===== src/sv/bprs_pkg.sv =====
// Package for the block peak/RMS summarizer: widths, reset values, register
// indexes, controller states and the command/status structs.
// Depends on nothing; every other file of the block uses it.
package bprs_pkg;

   // Fixed field and register widths.
   localparam int RESULT_W        = 16;
   localparam int BLOCK_FRAMES_W  = 13;
   localparam int CHANNEL_COUNT_W = 4;
   localparam int CSR_INDEX_W     = 2;
   localparam int CSR_DATA_W      = 13;

   // Defaults for the top-level parameters.
   localparam int DEF_MAX_BLOCK    = 4096;
   localparam int DEF_MAX_CHANNELS = 8;
   localparam int DEF_SAMPLE_BITS  = 16;

   // Smallest block length that the block honors.
   localparam int MIN_BLOCK = 128;

   localparam logic [BLOCK_FRAMES_W-1:0]  BLOCK_FRAMES_RESET  = 13'd512;
   localparam logic [CHANNEL_COUNT_W-1:0] CHANNEL_COUNT_RESET = 4'd2;

   typedef enum logic [CSR_INDEX_W-1:0] {
      CSR_BLOCK_FRAMES  = 2'd0,
      CSR_CHANNEL_COUNT = 2'd1
   } csr_index_type;

   typedef enum logic [2:0] {
      ST_ACCUM,
      ST_FOLD,
      ST_DIVIDE,
      ST_ROOT_LOAD,
      ST_ROOT,
      ST_EMIT
   } state_type;

   typedef struct packed {
      logic req_ready;
      logic fold;
      logic div_step;
      logic root_load;
      logic root_step;
      logic emit;
   } ctrl_cmd_type;

   typedef struct packed {
      logic accept;
      logic close;
      logic out_free;
   } dp_status_type;

   // Bits of the per-block sample counter.
   function automatic int samples_width(int max_block, int max_channels);
      return $clog2(max_block * max_channels + 1);
   endfunction

   // Bits of the square-sum accumulator, capped at 64; the sum itself saturates.
   function automatic int sum_width(int sample_bits, int max_block, int max_channels);
      int full_w;
      full_w = 2 * (sample_bits - 1) + samples_width(max_block, max_channels);
      return (full_w > 64) ? 64 : full_w;
   endfunction

endpackage


===== src/sv/bprs_sample_if.sv =====
// Input channel of the summarizer: one audio sample per beat.
// Depends on bprs_pkg for the default sample width.
interface bprs_sample_if #(
   parameter int SAMPLE_BITS = bprs_pkg::DEF_SAMPLE_BITS
);
   logic                          valid;
   logic                          ready;
   logic signed [SAMPLE_BITS-1:0] sample;
   logic                          end_of_stream;

   modport source (output valid, output sample, output end_of_stream, input ready);
   modport sink   (input valid, input sample, input end_of_stream, output ready);
endinterface


===== src/sv/bprs_summary_if.sv =====
// Result channel of the summarizer: one block summary per beat.
// Depends on bprs_pkg for the result width.
interface bprs_summary_if;
   import bprs_pkg::*;

   logic                valid;
   logic                ready;
   logic [RESULT_W-1:0] peak;
   logic [RESULT_W-1:0] rms;
   logic                last_block;

   modport source (output valid, output peak, output rms, output last_block, input ready);
   modport sink   (input valid, input peak, input rms, input last_block, output ready);
endinterface


===== src/sv/block_peak_rms_summarizer.sv =====
// Top level of the block peak/RMS summarizer: controller plus datapath.
// Depends on bprs_pkg, bprs_sample_if, bprs_summary_if, bprs_ctrl, bprs_datapath.
//
//   Port      Direction  Beat contents
//   req_chan  in         sample (signed, SAMPLE_BITS), end_of_stream
//   rsp_chan  out        peak, rms (16 bits unsigned), last_block
//   csr_*     in         write enable, register index, 13-bit write data
//
// Samples that do not close a block stream in at one per cycle. After a
// closing sample req_chan.ready stays low through one fold, SUM_W restoring
// divide steps (46 at the default parameters), one root load, SAMPLE_BITS
// square root steps and one result load.
// The result load waits while the previous summary is still unaccepted.
// Reset is synchronous and active high; it clears the accumulators and counters
// and restores block_frames to 512 and channel_count to 2.
// The summary sits in an output register, so accumulation of the next
// block resumes while rsp_chan stalls.
module block_peak_rms_summarizer #(
   parameter int MAX_BLOCK    = bprs_pkg::DEF_MAX_BLOCK,
   parameter int MAX_CHANNELS = bprs_pkg::DEF_MAX_CHANNELS,
   parameter int SAMPLE_BITS  = bprs_pkg::DEF_SAMPLE_BITS
) (
   input  logic                             clock,
   input  logic                             reset,
   input  logic                             csr_write_en,
   input  logic [bprs_pkg::CSR_INDEX_W-1:0] csr_index,
   input  logic [bprs_pkg::CSR_DATA_W-1:0]  csr_write_data,
   bprs_sample_if.sink                      req_chan,
   bprs_summary_if.source                   rsp_chan
);
   import bprs_pkg::*;

   // The divider runs one step per accumulator bit, the root one per result bit.
   localparam int DIV_STEPS  = sum_width(SAMPLE_BITS, MAX_BLOCK, MAX_CHANNELS);
   localparam int ROOT_STEPS = SAMPLE_BITS;

   ctrl_cmd_type  cmd;
   dp_status_type status;

   bprs_ctrl #(
      .DIV_STEPS  (DIV_STEPS),
      .ROOT_STEPS (ROOT_STEPS)
   ) u_ctrl (
      .clock  (clock),
      .reset  (reset),
      .status (status),
      .cmd    (cmd)
   );

   bprs_datapath #(
      .MAX_BLOCK    (MAX_BLOCK),
      .MAX_CHANNELS (MAX_CHANNELS),
      .SAMPLE_BITS  (SAMPLE_BITS)
   ) u_datapath (
      .clock          (clock),
      .reset          (reset),
      .csr_write_en   (csr_write_en),
      .csr_index      (csr_index),
      .csr_write_data (csr_write_data),
      .req_chan       (req_chan),
      .rsp_chan       (rsp_chan),
      .cmd            (cmd),
      .status         (status)
   );
endmodule


===== src/sv/bprs_ctrl.sv =====
// Controller of the summarizer: state machine and step counter that
// sequence accumulate, divide, square root and result load.
// Depends on bprs_pkg.
module bprs_ctrl #(
   parameter int DIV_STEPS  = 46,
   parameter int ROOT_STEPS = 16
) (
   input  logic                    clock,
   input  logic                    reset,
   input  bprs_pkg::dp_status_type status,
   output bprs_pkg::ctrl_cmd_type  cmd
);
   import bprs_pkg::*;

   localparam int STEP_W = (DIV_STEPS > 1) ? $clog2(DIV_STEPS) : 1;

   state_type          state_ff, state_in;
   logic [STEP_W-1:0]  step_ff, step_in;
   logic               div_last, root_last;

   assign div_last  = (step_ff == STEP_W'(DIV_STEPS - 1));
   assign root_last = (step_ff == STEP_W'(ROOT_STEPS - 1));

   always_comb begin
      state_in = state_ff;
      unique case (state_ff)
         ST_ACCUM: begin
            if (status.accept && status.close) state_in = ST_FOLD;
         end
         ST_FOLD:      state_in = ST_DIVIDE;
         ST_DIVIDE: begin
            if (div_last) state_in = ST_ROOT_LOAD;
         end
         ST_ROOT_LOAD: state_in = ST_ROOT;
         ST_ROOT: begin
            if (root_last) state_in = ST_EMIT;
         end
         ST_EMIT: begin
            if (status.out_free) state_in = ST_ACCUM;
         end
         default:      state_in = ST_ACCUM;
      endcase
   end

   always_comb begin
      step_in = '0;
      if ((state_ff == ST_DIVIDE && !div_last) || (state_ff == ST_ROOT && !root_last)) begin
         step_in = step_ff + 1'b1;
      end
   end

   always_comb begin
      cmd = '0;
      unique case (state_ff)
         ST_ACCUM:     cmd.req_ready = 1'b1;
         ST_FOLD:      cmd.fold      = 1'b1;
         ST_DIVIDE:    cmd.div_step  = 1'b1;
         ST_ROOT_LOAD: cmd.root_load = 1'b1;
         ST_ROOT:      cmd.root_step = 1'b1;
         ST_EMIT:      cmd.emit      = status.out_free;
         default:      cmd = '0;
      endcase
   end

   always_ff @(posedge clock) begin
      if (reset) begin
         state_ff <= ST_ACCUM;
         step_ff  <= '0;
      end else begin
         state_ff <= state_in;
         step_ff  <= step_in;
      end
   end

   // A closing beat always leads straight into the fold cycle.
   assert property (@(posedge clock) disable iff (reset)
      (state_ff == ST_ACCUM && status.accept && status.close) |=> state_ff == ST_FOLD)
      else $error("closing beat did not start a fold");

   // The step counter only runs inside the divide and root phases.
   assert property (@(posedge clock) disable iff (reset)
      (state_ff == ST_ACCUM || state_ff == ST_EMIT) |-> step_ff == '0)
      else $error("step counter not idle outside iteration");

   // Input is never taken while a block summary is being worked out.
   assert property (@(posedge clock) disable iff (reset)
      cmd.req_ready |-> !(cmd.fold || cmd.div_step || cmd.root_step || cmd.emit))
      else $error("input ready during summary computation");
endmodule


===== src/sv/bprs_datapath.sv =====
// Datapath of the summarizer: configuration registers, frame counters,
// peak and square-sum accumulators, serial divider, serial square root
// and the result register. Depends on bprs_pkg and both channel interfaces.
module bprs_datapath #(
   parameter int MAX_BLOCK    = bprs_pkg::DEF_MAX_BLOCK,
   parameter int MAX_CHANNELS = bprs_pkg::DEF_MAX_CHANNELS,
   parameter int SAMPLE_BITS  = bprs_pkg::DEF_SAMPLE_BITS
) (
   input  logic                              clock,
   input  logic                              reset,
   input  logic                              csr_write_en,
   input  logic [bprs_pkg::CSR_INDEX_W-1:0]  csr_index,
   input  logic [bprs_pkg::CSR_DATA_W-1:0]   csr_write_data,
   bprs_sample_if.sink                       req_chan,
   bprs_summary_if.source                    rsp_chan,
   input  bprs_pkg::ctrl_cmd_type            cmd,
   output bprs_pkg::dp_status_type           status
);
   import bprs_pkg::*;

   localparam int FRAMES_W  = $clog2(MAX_BLOCK + 1);
   localparam int BF_CMP_W  = (FRAMES_W > BLOCK_FRAMES_W) ? FRAMES_W : BLOCK_FRAMES_W;
   localparam int CC_NEED_W = $clog2(MAX_CHANNELS + 1);
   localparam int CC_CMP_W  = (CC_NEED_W > CHANNEL_COUNT_W) ? CC_NEED_W : CHANNEL_COUNT_W;
   localparam int CHAN_W    = (MAX_CHANNELS > 1) ? $clog2(MAX_CHANNELS) : 1;
   localparam int SAMPLES_W = samples_width(MAX_BLOCK, MAX_CHANNELS);
   localparam int SUM_W     = sum_width(SAMPLE_BITS, MAX_BLOCK, MAX_CHANNELS);
   localparam int SQ_W      = 2 * SAMPLE_BITS - 1;
   localparam int MEAN_W    = 2 * SAMPLE_BITS - 1;
   localparam int ROOT_W    = SAMPLE_BITS;
   localparam int RAD_W     = 2 * ROOT_W;

   // Configuration.
   logic [BLOCK_FRAMES_W-1:0]  block_frames_ff;
   logic [CHANNEL_COUNT_W-1:0] channel_count_ff;
   logic [BF_CMP_W-1:0]        bf_wide, bf_eff;
   logic [CC_CMP_W-1:0]        cc_wide, cc_eff;
   logic [FRAMES_W-1:0]        frame_limit;

   // Accumulation.
   logic                       accept;
   logic [SAMPLE_BITS-1:0]     mag;
   logic [2*SAMPLE_BITS-1:0]   mag_sq;
   logic [CHAN_W-1:0]          chan_pos_ff, chan_pos_in;
   logic [FRAMES_W-1:0]        frames_ff, frames_in, frame_next;
   logic                       chan_last, block_full, close;
   logic [SAMPLE_BITS-1:0]     peak_ff, peak_in;
   logic [SAMPLES_W-1:0]       samples_ff, samples_in;
   logic [SQ_W-1:0]            sq_ff;
   logic                       sq_vld_ff;
   logic [SUM_W:0]             sum_add;
   logic [SUM_W-1:0]           sum_next;
   logic [SUM_W-1:0]           sum_ff, sum_in;
   logic                       last_eos_ff;

   // Division and square root.
   logic [SUM_W-1:0]           div_dq_ff, div_dq_in;
   logic [SAMPLES_W-1:0]       div_den_ff;
   logic [SAMPLES_W-1:0]       div_rem_ff, div_rem_in;
   logic [SAMPLES_W:0]         div_shift, div_diff;
   logic                       div_ge;
   logic [RAD_W-1:0]           rad_ff, rad_in;
   logic [ROOT_W-1:0]          root_ff, root_in;
   logic [ROOT_W:0]            root_rem_ff, root_rem_in;
   logic [ROOT_W+2:0]          root_shift, root_trial, root_diff;
   logic                       root_ge;
   logic [SAMPLE_BITS-1:0]     res_peak_ff;
   logic                       res_last_ff;

   // Result register.
   logic                       out_vld_ff, out_vld_in;
   logic [RESULT_W-1:0]        out_peak_ff, out_rms_ff;
   logic                       out_last_ff;

   always_ff @(posedge clock) begin
      if (reset) begin
         block_frames_ff  <= BLOCK_FRAMES_RESET;
         channel_count_ff <= CHANNEL_COUNT_RESET;
      end else if (csr_write_en) begin
         unique case (csr_index_type'(csr_index))
            CSR_BLOCK_FRAMES:  block_frames_ff  <= csr_write_data[BLOCK_FRAMES_W-1:0];
            CSR_CHANNEL_COUNT: channel_count_ff <= csr_write_data[CHANNEL_COUNT_W-1:0];
            default: ;
         endcase
      end
   end

   // Out-of-range settings are pulled into the supported range.
   always_comb begin
      bf_wide = BF_CMP_W'(block_frames_ff);
      if (bf_wide < BF_CMP_W'(MIN_BLOCK))      bf_eff = BF_CMP_W'(MIN_BLOCK);
      else if (bf_wide > BF_CMP_W'(MAX_BLOCK)) bf_eff = BF_CMP_W'(MAX_BLOCK);
      else                                     bf_eff = bf_wide;
      frame_limit = bf_eff[FRAMES_W-1:0];

      cc_wide = CC_CMP_W'(channel_count_ff);
      if (cc_wide == '0)                          cc_eff = CC_CMP_W'(1);
      else if (cc_wide > CC_CMP_W'(MAX_CHANNELS)) cc_eff = CC_CMP_W'(MAX_CHANNELS);
      else                                        cc_eff = cc_wide;
   end

   assign accept         = req_chan.valid & cmd.req_ready;
   assign req_chan.ready = cmd.req_ready;

   assign mag = req_chan.sample[SAMPLE_BITS-1] ?
                SAMPLE_BITS'((~req_chan.sample) + 1'b1) : req_chan.sample;

   // Full-width product; the square of a magnitude fits in SQ_W bits.
   assign mag_sq = mag * mag;

   // A frame or block closes at or past its limit, a block also on eos.
   assign chan_last  = (CC_CMP_W'(chan_pos_ff) + CC_CMP_W'(1)) >= cc_eff;
   assign frame_next = frames_ff + 1'b1;
   assign block_full = chan_last && (frame_next >= frame_limit);
   assign close      = block_full | req_chan.end_of_stream;

   // Saturating add of the squared sample taken in the previous cycle.
   assign sum_add  = {1'b0, sum_ff} + (SUM_W + 1)'(sq_ff);
   assign sum_next = !sq_vld_ff ? sum_ff : (sum_add[SUM_W] ? '1 : sum_add[SUM_W-1:0]);

   always_comb begin
      chan_pos_in = chan_pos_ff;
      frames_in   = frames_ff;
      peak_in     = peak_ff;
      samples_in  = samples_ff;
      sum_in      = sum_next;
      if (cmd.fold) begin
         peak_in    = '0;
         samples_in = '0;
         sum_in     = '0;
      end else if (accept) begin
         samples_in = samples_ff + 1'b1;
         if (mag > peak_ff) peak_in = mag;
         if (close) begin
            chan_pos_in = '0;
            frames_in   = '0;
         end else if (chan_last) begin
            chan_pos_in = '0;
            frames_in   = frame_next;
         end else begin
            chan_pos_in = chan_pos_ff + 1'b1;
         end
      end
   end

   always_ff @(posedge clock) begin
      if (reset) begin
         chan_pos_ff <= '0;
         frames_ff   <= '0;
         peak_ff     <= '0;
         samples_ff  <= '0;
         sum_ff      <= '0;
         sq_vld_ff   <= 1'b0;
      end else begin
         chan_pos_ff <= chan_pos_in;
         frames_ff   <= frames_in;
         peak_ff     <= peak_in;
         samples_ff  <= samples_in;
         sum_ff      <= sum_in;
         sq_vld_ff   <= accept;
      end
   end

   always_ff @(posedge clock) begin
      if (accept) begin
         sq_ff       <= mag_sq[SQ_W-1:0];
         last_eos_ff <= req_chan.end_of_stream;
      end
   end

   // Restoring division, one quotient bit per step; the dividend shifts
   // out of the top of div_dq while quotient bits enter at the bottom.
   assign div_shift  = {div_rem_ff, div_dq_ff[SUM_W-1]};
   assign div_diff   = div_shift - {1'b0, div_den_ff};
   assign div_ge     = div_shift >= {1'b0, div_den_ff};
   assign div_rem_in = div_ge ? div_diff[SAMPLES_W-1:0] : div_shift[SAMPLES_W-1:0];
   assign div_dq_in  = {div_dq_ff[SUM_W-2:0], div_ge};

   // Digit-by-digit square root, one root bit per step.
   assign root_shift  = {root_rem_ff, rad_ff[RAD_W-1 -: 2]};
   assign root_trial  = {1'b0, root_ff, 2'b01};
   assign root_diff   = root_shift - root_trial;
   assign root_ge     = root_shift >= root_trial;
   assign root_rem_in = root_ge ? root_diff[ROOT_W:0] : root_shift[ROOT_W:0];
   assign root_in     = {root_ff[ROOT_W-2:0], root_ge};
   assign rad_in      = {rad_ff[RAD_W-3:0], 2'b00};

   always_ff @(posedge clock) begin
      if (cmd.fold) begin
         div_dq_ff   <= sum_next;
         div_den_ff  <= samples_ff;
         div_rem_ff  <= '0;
         res_peak_ff <= peak_ff;
         res_last_ff <= last_eos_ff;
      end else if (cmd.div_step) begin
         div_dq_ff  <= div_dq_in;
         div_rem_ff <= div_rem_in;
      end
      if (cmd.root_load) begin
         rad_ff      <= RAD_W'(div_dq_ff[MEAN_W-1:0]);
         root_ff     <= '0;
         root_rem_ff <= '0;
      end else if (cmd.root_step) begin
         rad_ff      <= rad_in;
         root_ff     <= root_in;
         root_rem_ff <= root_rem_in;
      end
   end

   assign out_vld_in      = cmd.emit | (out_vld_ff & ~rsp_chan.ready);
   assign status.out_free = ~out_vld_ff | rsp_chan.ready;
   assign status.accept   = accept;
   assign status.close    = close;

   always_ff @(posedge clock) begin
      if (reset) out_vld_ff <= 1'b0;
      else       out_vld_ff <= out_vld_in;
   end

   always_ff @(posedge clock) begin
      if (cmd.emit) begin
         out_peak_ff <= RESULT_W'(res_peak_ff);
         out_rms_ff  <= RESULT_W'(root_ff);
         out_last_ff <= res_last_ff;
      end
   end

   assign rsp_chan.valid      = out_vld_ff;
   assign rsp_chan.peak       = out_peak_ff;
   assign rsp_chan.rms        = out_rms_ff;
   assign rsp_chan.last_block = out_last_ff;

   assert property (@(posedge clock) disable iff (reset)
      cmd.fold |-> samples_ff != '0)
      else $error("block closed with no samples");

   assert property (@(posedge clock) disable iff (reset)
      cmd.div_step |-> div_rem_ff < div_den_ff)
      else $error("divider remainder not below divisor");

   assert property (@(posedge clock) disable iff (reset)
      cmd.root_step |-> root_rem_ff <= {root_ff, 1'b0})
      else $error("square root remainder out of bound");

   assert property (@(posedge clock) disable iff (reset)
      cmd.emit |-> status.out_free)
      else $error("result overwritten before it was taken");
endmodule


===== src/flat_wrapper.sv =====
// flat-port wrapper written by rule: the top's interface ports become plain ports
module block_peak_rms_summarizer_flat import bprs_pkg::*;
#(
   parameter int MAX_BLOCK    = bprs_pkg::DEF_MAX_BLOCK,
   parameter int MAX_CHANNELS = bprs_pkg::DEF_MAX_CHANNELS,
   parameter int SAMPLE_BITS  = bprs_pkg::DEF_SAMPLE_BITS
)
  (clock, reset, csr_write_en, csr_index, csr_write_data, req_chan_valid, req_chan_sample, req_chan_end_of_stream, req_chan_ready, rsp_chan_valid, rsp_chan_peak, rsp_chan_rms, rsp_chan_last_block, rsp_chan_ready);
  bprs_sample_if #(.SAMPLE_BITS(SAMPLE_BITS)) req_chan_i ();
  bprs_summary_if rsp_chan_i ();
  input  logic clock;
  input  logic reset;
  input  logic csr_write_en;
  input  logic [bprs_pkg::CSR_INDEX_W-1:0] csr_index;
  input  logic [bprs_pkg::CSR_DATA_W-1:0] csr_write_data;
  input wire logic [$bits(req_chan_i.valid)-1:0] req_chan_valid;
  input wire logic [$bits(req_chan_i.sample)-1:0] req_chan_sample;
  input wire logic [$bits(req_chan_i.end_of_stream)-1:0] req_chan_end_of_stream;
  output wire logic [$bits(req_chan_i.ready)-1:0] req_chan_ready;
  output wire logic [$bits(rsp_chan_i.valid)-1:0] rsp_chan_valid;
  output wire logic [$bits(rsp_chan_i.peak)-1:0] rsp_chan_peak;
  output wire logic [$bits(rsp_chan_i.rms)-1:0] rsp_chan_rms;
  output wire logic [$bits(rsp_chan_i.last_block)-1:0] rsp_chan_last_block;
  input wire logic [$bits(rsp_chan_i.ready)-1:0] rsp_chan_ready;
  assign req_chan_i.valid = req_chan_valid;
  assign req_chan_i.sample = req_chan_sample;
  assign req_chan_i.end_of_stream = req_chan_end_of_stream;
  assign req_chan_ready = req_chan_i.ready;
  assign rsp_chan_valid = rsp_chan_i.valid;
  assign rsp_chan_peak = rsp_chan_i.peak;
  assign rsp_chan_rms = rsp_chan_i.rms;
  assign rsp_chan_last_block = rsp_chan_i.last_block;
  assign rsp_chan_i.ready = rsp_chan_ready;
  block_peak_rms_summarizer #(.MAX_BLOCK(MAX_BLOCK), .MAX_CHANNELS(MAX_CHANNELS), .SAMPLE_BITS(SAMPLE_BITS)) u_core (.clock(clock), .reset(reset), .csr_write_en(csr_write_en), .csr_index(csr_index), .csr_write_data(csr_write_data), .req_chan(req_chan_i), .rsp_chan(rsp_chan_i));
endmodule

===== config.mk =====
export PLATFORM = sky130hd
export DESIGN_NAME = block_peak_rms_summarizer_flat
export DESIGN_NICKNAME = d
export VERILOG_FILES = /design/src/sv/bprs_pkg.sv /design/src/sv/bprs_sample_if.sv /design/src/sv/bprs_summary_if.sv /design/src/sv/block_peak_rms_summarizer.sv /design/src/sv/bprs_ctrl.sv /design/src/sv/bprs_datapath.sv /design/src/flat_wrapper.sv
export SDC_FILE = /design/constraint.sdc
export NUM_CORES = 1
export LEC_CHECK = 0
export BUFFER_PORTS_ARGS = -buffer_cell sky130_fd_sc_hd__buf_2
export CORE_MARGIN = 2
export CORE_UTILIZATION = 69
export DETAILED_ROUTE_END_ITERATION = 10
export GPL_TIMING_DRIVEN = 0
export PLACE_DENSITY = 0.84
export SLEW_MARGIN = 10
export SYNTH_ARGS = -nofsm -noshare
export SYNTH_HDL_FRONTEND = slang
export SYNTH_SLANG_ARGS = --single-unit
export TNS_END_PERCENT = 1

===== constraint.sdc =====
create_clock -name clock -period 18.8 [get_ports clock]
set_input_delay 3.76 -clock clock [delete_from_list [all_inputs] [get_ports clock]]
set_output_delay 3.76 -clock clock [all_outputs]
set_load 0.05 [all_outputs]

==> reports/results.txt, run 1 <==
Setup TNS Final -> 0 ns
MaxCap Viol Count -> 0
cts hold-fix bufs -> 0
most used cell, CP -> fa_1
RSZ-0062 raised after global routing -> false
Worst path slowest cell -> clkinv_1
Setup violations, final -> 0
CTS HTree Levels -> 2
antenna diode instance count -> 0
dpl hpwl -> 43.86 mm
Final ANT Viol Nets -> 0
site row count -> 68
final instance area -> 0.02639 mm2
CTS Root Cell -> clkbuf_16
FMAX -> 73.99 MHz
final hold viol count -> 0
CP max FO -> 11
synth warn -> 0
post-route minimum period -> 13.52 ns
Area Overhead vs Synth -> 9.499%
Resize count post-CTS -> 0
Main synth FF type -> edfxtp_1
status -> complete, no violations
worst path required time -> 19.10 ns
vias in the first global route -> 19740
Max Slew Vio Count -> 0
FF-to-FF setup slack -> 14.73 ns
Detailed Route WL -> 57.75 mm
worst hold path type -> reg -> reg
Filler cells -> 2313
Synth cell types -> 76
EDFF count, synth -> 174
wire per inst -> 18.16 um
Worst EP arrival -> 13.81 ns
clk_skew -> 0.02545 ns
post-DR vias/cell -> 6.017
largest net degree at the start of global routing -> 40
share of cells above drive strength 1 -> 6.055%
Core ar. -> 0.03446 mm2
grt ovf -> 0
DR iter-0 viols -> 1124
DIE AREA -> 0.03644 mm2
Post-Synthesis Cells -> 2575
effective utilization at floorplan -> 69.95%
sequential area share after synthesis -> 35.96%
Critical Path Source Type -> input port
syn avg cell area -> 9.361 um2
max incr delay on CP -> 0.79 ns
Die W -> 190.9 um
CTS Sinks -> 346
DP Area -> 0.02518 mm2
All-Layer GR Usage -> 32.72%
CTS tree -> yes
DR pass1 iterations -> 5
Util after Layout -> 76.60%
global placer's final weighted congestion -> 0.9660
placed cells -> 3114
final net count -> 3098
Layout Cells excl Fill -> 3180
Die Ht -> 190.9 um
global-route wire length before repair -> 95.21 mm
mapped cell area -> 0.02410 mm2
CTS max path bufs -> 3
normalized max-slew margin -> 11.67%
critical path class -> in -> reg
CTS Buf Count -> 36
Setup crit end kind -> flip-flop
DRC -> 0
Slew @ Worst Pin -> 1.322 ns
clock latency at the later pin of the worst-skew pair -> 0.54 ns
initial antenna violation count -> 1
Top Ports -> 72
final worst path period share -> 71.89%
Port Buffers -> 70
via count -> 19140
Clock transition at path regs -> 0.06 ns
setup bufs post-CTS -> 0
Async SR Flop Fraction -> 0%
register bit total from synthesis -> 346
[worst paths after layout]
| check | end | startpoint | depth (start not counted) |
|---|---|---|---|
| worst max-delay path | u_core.u_datapath.sq_ff[30] | req_chan_sample[0] | 30 |
| worst min register to register | u_core.u_datapath.rsp_chan.peak[9] | u_core.u_datapath.res_peak_ff[9] | 0 |
| worst max register to register | u_core.u_datapath.div_dq_ff[7] | u_core.u_datapath.sq_ff[0] | 13 |
| worst min-delay path | u_core.u_datapath.rsp_chan.peak[9] | u_core.u_datapath.res_peak_ff[9] | 0 |
[sequential cells by signal (all words and copies together) (netlist names), 4 cells and up]
name / cells
u_core.u_datapath.div_rem_ff: 16
u_core.u_datapath.peak_ff: 16
u_core.u_datapath.bf_wide: 13
u_core.u_datapath.root_rem_ff: 17
u_core.u_datapath.sq_ff: 30
u_core.u_datapath.rsp_chan.rms: 16
u_core.u_datapath.cc_wide: 4
u_core.u_datapath.samples_ff: 16
u_core.u_datapath.rsp_chan.peak: 16
u_core.u_datapath.root_ff: 16
u_core.u_datapath.div_den_ff: 16
u_core.u_datapath.frames_ff: 13
u_core.u_datapath.sum_ff: 46
u_core.u_ctrl.step_ff: 6
u_core.u_datapath.res_peak_ff: 16
u_core.u_datapath.div_dq_ff: 46
u_core.u_datapath.rad_ff: 32
[layout make-up]
class | instances | area [um2] | area share [%]
Multi-Input combinational cell | 1818 | 13890 | 52.62
Clock buffer | 48 | 1008 | 3.821
Clock inverter | 18 | 209.0 | 0.7917
Inverter | 339 | 1272 | 4.821
Timing Repair Buffer | 75 | 457.9 | 1.735
Buffer | 81 | 320.3 | 1.214
Tap cell | 455 | 569.3 | 2.157
Sequential cell | 346 | 8668 | 32.84
[cell usage in the layout (no fill, tap or decap), types with 46 or more instances in the layout]
cell      count
inv_1       332
nand2_1     317
nor2_1      244
ha_1        197
edfxtp_1    174
dfxtp_1     172
fa_1        167
a21oi_1     152
o21ai_0      90
buf_2        78
clkbuf_1     71
xnor2_1      69
xor2_1       59
a21o_1       46
[critical path: cells and delay by family]
family	cells	cell delay (ns)
compound gates	7	1.99
xor+xnor	2	0.86
fa+ha+maj	8	3.72
buf+inv	8	2.21
simple gates	5	1.26
[kinds of logic (layout without fill, tap and decap cells)]
| logic type | after synthesis | count (layout) | share of synthesized area [%] |
|---|---|---|---|
| multiplexers | 14 | 14 | 0.5813 |
| adder cells (fa/ha/maj) | 364 | 364 | 24.10 |
| flip-flops | 346 | 346 | 35.96 |
| buffers and inverters | 420 | 561 | 6.592 |
| AND/OR/NAND/NOR | 789 | 789 | 14.59 |
| XOR/XNOR | 128 | 128 | 4.651 |
| AO/OA/AOI/OAI | 512 | 512 | 13.50 |
| other | 2 | 11 | 0.03116 |
[metrics by stage]
step           setup WS (ns)  hold WS [ns]
3_5_place_dp           4.883        0.4054
6_report               5.284        0.4177
5_1_grt                4.957        0.4218
2_1_floorplan          6.996        0.4003
3_3_place_gp           4.974        0.4035
4_1_cts                5.409        0.4193
[routing by layer]
metal / up-vias / share of wire (%) / track usage, % / wire [um]
met4: 0 / 4.2 / 14.61 / 2425
met5: - / 0 / 0 / 0
met3: 188 / 6.1 / 4.645 / 3515
met1: 9243 / 39 / 39.44 / 22730
met2: 724 / 50 / 58.19 / 29080
li1: 8980 / - / - / -
[Yosys cell counts, types with 13 or more instances]
library cell,count,area (um2)
a211oi_1,32,240.2
a21o_1,46,345.3
a21oi_1,152,760.7
a31oi_1,16,100.1
and2_1,13,81.33
and3_1,26,162.7
clkbuf_1,65,244.0
dfxtp_1,172,3443
edfxtp_1,174,5225
fa_1,167,3343
ha_1,197,2465
inv_1,333,1250
mux2i_1,14,140.1
nand2_1,317,1190
nand2b_1,15,93.84
nand3_1,26,130.1
nand4_1,25,156.4
nor2_1,244,915.9
nor2b_1,15,93.84
nor3_1,44,220.2
o21a_1,19,142.6
o21ai_0,90,450.4
o21ai_1,22,110.1
o21bai_1,14,105.1
o22ai_1,29,181.4
o31ai_1,26,195.2
or3_1,15,93.84
xnor2_1,69,604.3
xor2_1,59,516.8
Power of run 1 is left out: the tool's default activity adds up to more than one toggle a clock period on the data nets, which glitch-free logic cannot reach.
==> run 2: changes to the inputs <==
--- a/config.mk
+++ b/config.mk
@@ -5,12 +5,13 @@
 export SDC_FILE = /design/constraint.sdc
 export NUM_CORES = 1
 export LEC_CHECK = 0
+export ABC_AREA = 1
 export BUFFER_PORTS_ARGS = -buffer_cell sky130_fd_sc_hd__buf_2
 export CORE_MARGIN = 2
-export CORE_UTILIZATION = 69
+export CORE_UTILIZATION = 64
 export DETAILED_ROUTE_END_ITERATION = 10
 export GPL_TIMING_DRIVEN = 0
-export PLACE_DENSITY = 0.84
+export PLACE_DENSITY = 0.78
 export SLEW_MARGIN = 10
 export SYNTH_ARGS = -nofsm -noshare
 export SYNTH_HDL_FRONTEND = slang
==> constraint.sdc (replaced) <==
create_clock -name clock -period 14.2 [get_ports clock]
set_input_delay 2.84 -clock clock [delete_from_list [all_inputs] [get_ports clock]]
set_output_delay 2.84 -clock clock [all_outputs]
set_load 0.05 [all_outputs]
==> reports/results.txt, run 2 <==
most used cell, CP -> fa_1
Setup violations, final -> 0
Filler cells -> 3323
CTS max path bufs -> 3
synth cell count leaders -> nand2_1, inv_1, nor2_1, ha_1, edfxtp_1
Top Ports -> 72
Slew @ Worst Pin -> 1.084 ns
wire per inst -> 16.57 um
Clock transition at path regs -> 0.06 ns
Die W -> 207.5 um
Resize count post-CTS -> 0
multi-input logic area -> 0.01531 mm2
initial antenna violation count -> 0
final net count -> 3923
RSZ-0062 raised after global routing -> false
CTS HTree Levels -> 2
Async SR Flop Fraction -> 0%
Port Buffers -> 70
Synth cell types -> 58
post-route minimum period -> 10.59 ns
CTS Root Cell -> clkbuf_16
cts hold-fix bufs -> 0
main combinational cell family by area after synthesis -> simple AND/OR/NAND/NOR gates
DIE AREA -> 0.04305 mm2
synth warn -> 0
largest net degree at the start of global routing -> 43
status -> complete, no violations
FMAX -> 94.42 MHz
critical path class -> in -> reg
Area Overhead vs Synth -> 9.009%
EDFF count, synth -> 174
share of cells above drive strength 1 -> 7.742%
CTS tree -> yes
Post-Synthesis Cells -> 3400
DRC -> 0
max incr delay on CP -> 0.60 ns
global placer's final weighted congestion -> 0.9804
register bit total from synthesis -> 346
Detailed Route WL -> 67.69 mm
clk_skew -> 0.03094 ns
Die Ht -> 207.5 um
Critical Path Source Type -> input port
post-synth top area cell -> edfxtp_1
maximum VDD drop -> 0.3811 mV
biggest regs -> u_core.u_datapath.div_dq_ff (46), u_core.u_datapath.sum_ff (46), u_core.u_datapath.rad_ff (32)
Worst EP arrival -> 10.90 ns
mux contribution to synthesized area -> 0.03778%
MaxCap Viol Count -> 0
site row count -> 74
Main synth FF type -> edfxtp_1
Worst path slowest cell -> xor2_2
via count -> 22570
CP max FO -> 11
DR pass1 iterations -> 6
final hold viol count -> 0
Synth Area in Simple Gates -> 25.39%
dpl hpwl -> 53.94 mm
normalized max-slew margin -> 27.70%
pwr dens -> 263.7 mW/mm2
Setup TNS Final -> 0 ns
Synth Area in XOR/XNOR -> 2.937%
antenna diode instance count -> 0
CTS Buf Count -> 38
Synth area leaders -> edfxtp_1, nand2_1, dfxtp_1
worst hold path type -> reg -> reg
setup bufs post-CTS -> 0
synthesized-area fraction occupied by adder cells -> 21.92%
Compound-Gate Fraction of Synth Area -> 7.300%
Max Slew Vio Count -> 0
Hold Slack -> 0.4141 ns
commonest non-fill, non-tap cell in the layout -> nand2_1
vias in the first global route -> 22270
grt ovf -> 0
CTS Sinks -> 346
Final WS setup -> 3.609 ns
mapped cell area -> 0.02650 mm2
register area -> 0.008668 mm2
clock latency at the later pin of the worst-skew pair -> 0.57 ns
syn avg cell area -> 7.794 um2
most frequent cells in the layout -> nand2_1, inv_1, nor2_1
sequential area share after synthesis -> 32.71%
overall power -> 7617 uW
post-place setup slack -> 3.249 ns
global-route wire length before repair -> 111.3 mm
All-Layer GR Usage -> 31.94%
post-DR vias/cell -> 5.526
DR iter-0 viols -> 1751
final worst path period share -> 74.58%
area share of the largest cell type after synthesis -> 19.72%
effective utilization at floorplan -> 64.90%
Core ar. -> 0.04083 mm2
Final ANT Viol Nets -> 0
worst path required time -> 14.51 ns
most numerous cell in the Yosys netlist -> nand2_1
Setup crit end kind -> flip-flop
reported leakage power -> 0.01432 uW
run 2: cell count changes after synthesis, sizes merged, moves of 34 or more:
cell	change
xnor2	-36
nand2	+618
nor2	+81
or2	+34
a21o	-35
inv	+254
nand3	+153
run 2: final cells by class:
cell class	instances	share of cell area (%)
buffer	74	1.187
timing repair buffer	73	1.421
clock buffer	57	3.859
inverter	592	7.693
clock inverter	13	0.5111
multi-input combinational	2397	53.01
sequential	346	30.01
tap	532	2.304
run 2: logic make-up (layout without fill, tap and decap cells):
kind of cell,count (synthesis),after routing
flops,346,346
xor+xnor,88,88
fa+ha+maj,364,364
other cells,2,11
mux,1,1
compound gates,351,351
buf+inv,666,809
simple gates,1582,1582
run 2: power breakdown:
part | switching (uW) | total, uW | leakage [uW] | internal, uW
combinational | 3190 | 4890 | 0.0107 | 1700
clock | 419 | 1010 | 0.000619 | 586
sequential | 165 | 1720 | 0.00303 | 1560
total | 3770 | 7620 | 0.0143 | 3840
run 2: per-layer routing:
metal	global-route usage [%]	vias up	share of wire, %
li1	-	11000	-
met5	0.6674	-	0
met3	6.354	124	8.0
met4	11.21	0	3.3
met2	51.86	766	46
met1	42.76	10680	43
run 2: through the flow:
stage                     utilization [%]  area [um2]  std cells
after detailed placement            67.65       27620       4014
after floorplan                         -       26530       3409
final                               70.74       28890       4084
after global placement              67.47       27550       4011
after global routing                70.74       28890       4084
after CTS                           70.74       28890       4084
run 2: path summary, 6_finish.rpt:
path	from	end	slack, ns	depth (start not counted)
worst max register to register	u_core.u_datapath.frames_ff[0]	u_core.u_datapath.frames_ff[10]	10.87	19
worst max-delay path	req_chan_sample[0]	u_core.u_datapath.sq_ff[27]	3.61	29
worst min register to register	u_core.u_datapath.res_peak_ff[2]	u_core.u_datapath.rsp_chan.peak[2]	0.41	0
worst min-delay path	u_core.u_datapath.res_peak_ff[2]	u_core.u_datapath.rsp_chan.peak[2]	0.41	0
run 2: worst max-delay path: cells and delay by family:
kind,cells,cell delay (ns)
adder cells (fa/ha/maj),8,3.71
buffers and inverters,8,1.53
AO/OA/AOI/OAI,4,1.09
AND/OR/NAND/NOR,7,0.95
XOR/XNOR,2,0.78
Power figures use the tool's default switching activity.
